[src/rtl/som_bmu_pkg.sv]
// ============================================================================
// som_bmu_pkg
// Shared sizes, codes and controller/datapath interface types for the
// self-organizing-map best matching unit search.
// ============================================================================
package som_bmu_pkg;

    localparam int MAX_NODES  = 256;
    localparam int MAX_LENGTH = 16;
    localparam int VALUE_BITS = 16;

    localparam int NODE_IDX_W  = 8;
    localparam int ELEM_IDX_W  = 4;
    localparam int IN_VALUE_W  = 16;
    localparam int NODE_CNT_W  = 9;
    localparam int VEC_LEN_W   = 5;
    localparam int DIST_BITS   = 36;
    localparam int CFG_IDX_W   = 1;
    localparam int CFG_DATA_W  = 9;

    localparam int NODE_BITS = (MAX_NODES > 1) ? $clog2(MAX_NODES) : 1;
    localparam int ELEM_BITS = (MAX_LENGTH > 1) ? $clog2(MAX_LENGTH) : 1;
    localparam int ADDR_BITS = (MAX_NODES * MAX_LENGTH > 1) ?
                               $clog2(MAX_NODES * MAX_LENGTH) : 1;
    localparam int DIFF_BITS = VALUE_BITS + 1;
    localparam int SQ_BITS   = 2 * VALUE_BITS;
    localparam int ACC_BITS  = SQ_BITS + ELEM_BITS;

    localparam logic CMD_WRITE = 1'b0;
    localparam logic CMD_QUERY = 1'b1;

    localparam logic [CFG_IDX_W-1:0] CFG_NODE_COUNT    = CFG_IDX_W'(0);
    localparam logic [CFG_IDX_W-1:0] CFG_VECTOR_LENGTH = CFG_IDX_W'(1);

    typedef enum logic [1:0] {
        ST_IDLE,
        ST_SEARCH,
        ST_DRAIN,
        ST_WAIT_OUT
    } t_state;

    typedef struct packed {
        logic accept;
        logic start;
        logic issue;
        logic load_out;
    } t_dp_cmd;

    typedef struct packed {
        logic last_issue;
        logic search_done;
    } t_dp_status;

endpackage

[src/rtl/som_bmu_ctrl.sv]
// ============================================================================
// som_bmu_ctrl
// Controller state machine: accepts beats while idle, sequences the node
// walk, waits for the pipeline to drain and hands the winner to the output
// register.
// ============================================================================
module som_bmu_ctrl
    import som_bmu_pkg::*;
(
    input  logic       i_clk,
    input  logic       i_rst_n,
    input  logic       i_valid,
    input  logic       i_cmd,
    input  logic       i_last_element,
    input  logic       i_stall,
    input  t_dp_status i_status,
    output logic       o_stall,
    output logic       o_out_valid,
    output t_dp_cmd    o_cmd
);

    t_state r_state;
    t_state n_state;
    logic   r_out_valid;
    logic   n_out_valid;
    logic   w_accept;
    logic   w_start;
    logic   w_load;

    assign w_accept = i_valid && (r_state == ST_IDLE);
    assign w_start  = w_accept && (i_cmd == CMD_QUERY) && i_last_element;
    assign w_load   = (r_state == ST_WAIT_OUT) && (!r_out_valid || !i_stall);

    always_comb begin
        n_state = r_state;
        case (r_state)
            ST_IDLE: begin
                if (w_start) begin
                    n_state = ST_SEARCH;
                end
            end
            ST_SEARCH: begin
                if (i_status.last_issue) begin
                    n_state = ST_DRAIN;
                end
            end
            ST_DRAIN: begin
                if (i_status.search_done) begin
                    n_state = ST_WAIT_OUT;
                end
            end
            ST_WAIT_OUT: begin
                if (w_load) begin
                    n_state = ST_IDLE;
                end
            end
            default: begin
                n_state = ST_IDLE;
            end
        endcase
    end

    always_comb begin
        o_cmd          = '0;
        o_cmd.accept   = w_accept;
        o_cmd.start    = w_start;
        o_cmd.issue    = (r_state == ST_SEARCH);
        o_cmd.load_out = w_load;
        o_stall        = (r_state != ST_IDLE);
        if (w_load) begin
            n_out_valid = 1'b1;
        end else if (r_out_valid && !i_stall) begin
            n_out_valid = 1'b0;
        end else begin
            n_out_valid = r_out_valid;
        end
    end

    assign o_out_valid = r_out_valid;

    always_ff @(posedge i_clk) begin
        if (!i_rst_n) begin
            r_state     <= ST_IDLE;
            r_out_valid <= 1'b0;
        end else begin
            r_state     <= n_state;
            r_out_valid <= n_out_valid;
        end
    end

endmodule

[config.mk]
export PLATFORM = sky130hd
export DESIGN_NAME = som_bmu_ctrl
export DESIGN_NICKNAME = d
export VERILOG_FILES = /design/src/rtl/som_bmu_pkg.sv /design/src/rtl/som_bmu_ctrl.sv
export SDC_FILE = /design/constraint.sdc
export NUM_CORES = 1
export LEC_CHECK = 0
export ABC_AREA = 1
export ABC_CLOCK_PERIOD_IN_PS = 1900
export BUFFER_PORTS_ARGS = -buffer_cell sky130_fd_sc_hd__buf_2
export CAP_MARGIN = 10
export CORE_AREA = 2 2 39 41
export CTS_CLUSTER_SIZE = 28
export DETAILED_ROUTE_END_ITERATION = 10
export DIE_AREA = 0 0 41 43
export PLACE_DENSITY = 0.55
export SYNTH_ARGS = -nofsm -noshare
export SYNTH_HDL_FRONTEND = slang
export SYNTH_SLANG_ARGS = --single-unit
[constraint.sdc]
create_clock -name i_clk -period 1.9 [get_ports i_clk]
set_input_delay 0.285 -clock i_clk [delete_from_list [all_inputs] [get_ports i_clk]]
set_output_delay 0.285 -clock i_clk [all_outputs]
set_load 0.005 [all_outputs]
After elaboration in Yosys (flattened, before gate mapping)

Index checks and enable logic that the tools add are counted.

Mux-type cells: 7
Reductions and logical operators: 12
Eq/ne operators: 7

Operators with widths:

| operator           | number |
|---|---|
| $mux 2             | 4 |
| $ne 2x2->1 const B | 4 |
| $pmux 2 s4         | 1 |
| $logic_and 1x1->1  | 5 |
| $eq 2x2->1 const B | 2 |
| $reduce_and 4->1   | 1 |
| $reduce_bool 2->1  | 2 |
| $eq 2x1->1 const B | 1 |
| $logic_not 1->1    | 2 |
| $logic_not 2->1    | 1 |
| $mux 1             | 2 |
| $logic_or 1x1->1   | 1 |

Output and inout bits: 6
Register bits: 3
Logic and storage cells: 28
Input port bits: 8

Depth between registers and ports, before layout

Depth in word-level cells: 6
Mapped depth: 8
Depth with buffers taken out: 8

Least setup slack after synthesis

OpenSTA, ideal clock, no wires.

Kind: flip-flop to output port
Start: reg r_state[0]
End: out o_cmd[2] in the netlist's numbering
Buffers on the path: 1
Required time: 1.615 ns
Setup slack: 0.723 ns
Arrival time: 0.892 ns
Cell stages (with the launch flop): 6
Cell sequence: dfxtp_1 -> inv_1 -> ha_1 -> nand2_2 -> nor2_4 -> buf_4

Word-level cells in the longest chain between the ends: 4

RTL lines:

| what                           | line               | source |
|---|---|---|
| start, declared                | som_bmu_ctrl.sv:22 | `t_state r_state;` |
| start signal, assigned         | som_bmu_ctrl.sv:86 | `r_state <= n_state;` |
| $logic_not 2->1                | som_bmu_ctrl.sv:30 | `assign w_accept = i_valid && (r_state == ST_IDLE);` |
| $logic_and 1x1->1              | som_bmu_ctrl.sv:30 |  |
| $logic_and 1x1->1 (2 in a row) | som_bmu_ctrl.sv:31 | `assign w_start = w_accept && (i_cmd == CMD_QUERY) && i_last_element;` |
| end, declared                  | som_bmu_ctrl.sv:19 | `output t_dp_cmd o_cmd` |

Every way passes these cells.

==> results.yml <==
drt:
  ant_nets: 0
  drt-total-wl_um: 516
  drt_iter0_drc: 2
  vias: 281
  vias_per_cell: 3.80
  routedWlPerCell_um: 6.97
  firstDrtPassIters: 2
  route.detailed.drc: 0
global_routing:
  track_usage_pct: 7.21
  grt_pass1_wl_um: 772
  grt_max_degree: 5
  grt-ovfl-total: 0
  antenna_found_initial: 0
  grt_pass1_vias: 226
sta:
  slew_headroom_pct: 90.4
  drv_slew: 0
  fmax_mhz: 684
  finalSetupViolations: 0
  fin_tns_setup_ns: 0
  finalHoldViolations: 0
  tightestPinTransition_ns: 0.142
  worst_slack_ns: 0.438
  grt_setup_unrepaired: "false"
  period_minus_slack_ns: 1.46
  fin_skew_ns: 0.00294
  min_period_over_period_pct: 76.9
synthesis:
  yosys.area_share.simple_pct: 35.0
  synthAdderAreaFrac_pct: 17.7
  syn_area_sq_um: 283
  synth-seq-cells: 3
  synth_area_per_cell_sq_um: 6.43
  synth_mux_area_share_pct: 0
  synth_xor_area_share_pct: 0
  synth_compound_area_share_pct: 6.19
  syn_inst: 44
  yosysWarnings: 0
  synth_top_family_by_area: "simple AND/OR/NAND/NOR gates"
  synth-seq-area-share_pct: 21.2
  syn_nets: 56
  synth_cell_types: 13
outcome:
  status: "finished clean"
worst_setup_path:
  crit_path_top_delay_cell: "dfxtp_1"
  reg2reg_depth: 8
  cpLargestDelayFamily: "flip-flops"
  startpoint: "r_state[0]$_SDFFE_PN0P_"
  endpoint_kind: "output port"
  path_depth: 5
  slowest_delay_ns: 0.37
  rr_startpoint: "r_state[0]$_SDFFE_PN0P_"
  required_ns: 1.62
  cp_data_arrival_time_ns: 1.18
  critPathLaunchType: "register"
  cp_cell_sequence: "inv_1 -> ha_1 -> nand2_2 -> nor2_4 -> buf_2"
  cp_max_fo: 4
  path_buf_inv: 2
  worst-setup-path-type: "reg2out"
final_layout:
  final_core_util_pct: 26.9
  drive_above_1_share_pct: 32.8
  n_antenna_cell: 0
  fill_cells: 164
  final_cells: 74
  nets: 71
  area_growth_pct: 31.4
clock_tree:
  cts_post_setup_buffers_inserted: 0
  numCtsBuffers: 3
  cts_hold_buf: 0
  htreeDepth: 1
  cts_buffer_depth: 2
  clk_latency_ns: 0.23
  cts.clk_slew.worst_paths_ns: 0.03
  cts_root_buf: "clkbuf_4"
  ctsResizeCount: 0
  cts_tree: "done"
  clock_sinks: 3
power:
  ir_drop_mv: 0.289
  p_leak_nw: 0.220
  power_density_nw_per_um2: 1200
hold_path:
  hold_depth: 3
  hold_class: "in2reg"
  hold_path.startpoint: "i_rst_n"
floorplan:
  dieWidth_um: 41
  die_y_um: 43
  core_sq_um: 1380
  std_cell_rows: 14
  initial_core_util_pct: 20.4
  dieArea_sq_um: 1760
  ios: 14
placement:
  port_buffers: 13
  routabilityCongestion: 0.638
  post-place-ws_ns: 0.639
  dp_hpwl_um: 451
  place_inst: 70
job:
  maxCapViolCount: 0
==> cells in the mapped netlist (all sizes together) <==
master,n,area (sq um)
ha,4,50.1
a21oi,1,5.00
buf,3,22.5
nand3,3,15.0
o21ai,1,5.00
a21boi,1,7.51
nand2,9,36.3
nor2,10,47.6
inv,9,33.8
dfxtp,3,60.1
==> placed cells by master (no fill, tap or decap), drive strengths merged <==
cell / instances
inv: 9
a21boi: 1
dfxtp: 3
ha: 4
nor2: 10
a21oi: 1
nand3: 3
buf: 13
clkbuf: 4
o21ai: 1
nand2: 9
==> final timing paths <==
check | slack, ns | endpoint
setup / recovery | 0.44 | o_cmd[2]
setup reg to reg | 0.66 | r_state[1]$_SDFFE_PN0P_
hold / removal | 0.31 | r_state[1]$_SDFFE_PN0P_
hold reg to reg | 0.52 | o_out_valid$_SDFFE_PN0P_
==> worst reg2reg max path, delay by kind of cell (launching register included) <==
family / cells / cell delay [ns]
fa+ha+maj: 1 / 0.24
flops: 1 / 0.37
simple gates: 6 / 0.44
buf+inv: 1 / 0.08
==> logic make-up after synthesis <==
logic type	Yosys count
flops	3
fa+ha+maj	4
simple gates	22
buf+inv	12
compound gates	3
==> layer usage <==
layer | wire length, um | vias up | track usage [%] | share of wire, %
li1 | - | 155 | - | -
met1 | 193 | 119 | 5.75 | 37
met2 | 271 | 7 | 10.3 | 53
met3 | 51 | 0 | 9.42 | 9.9
met4 | 0 | 0 | 2.00 | 0
met5 | 0 | - | 0 | 0
==> per-stage QoR <==
| step | hold WS, ns | cell area (sq um) | total power, mW |
|---|---|---|---|
| 2_1_floorplan | 0.406 | 283 | 0.288 |
| 5_1_grt | 0.310 | 372 | 0.497 |
| 6_report | 0.310 | 372 | 0.444 |
| 4_1_cts | 0.305 | 372 | 0.461 |
| 3_3_place_gp | 0.511 | 345 | 0.343 |
| 3_5_place_dp | 0.518 | 345 | 0.344 |
==> sequential cells by signal, summed over array words and instances, names as in the netlist <==
register and flops:
o_out_valid 1, r_state 2
==> power breakdown <==
part           switching, mW  internal [mW]  total, mW
registers             0.0183         0.0822      0.101
clock network         0.0305         0.0785      0.109
logic                  0.131          0.103      0.235
total                  0.180          0.264      0.444
==> layout make-up <==
type                            count  area (sq um)  share of cell area [%]
Clock buffer                        4          26.3                    7.07
Inverter                            9          33.8                    9.09
Multi-Input combinational cell     29           166                    44.8
Sequential cell                     3          60.1                    16.2
Tap cell                           16          20.0                    5.39
Timing Repair Buffer               13          65.1                    17.5
No activity file was read; power rests on OpenSTA's default activity.
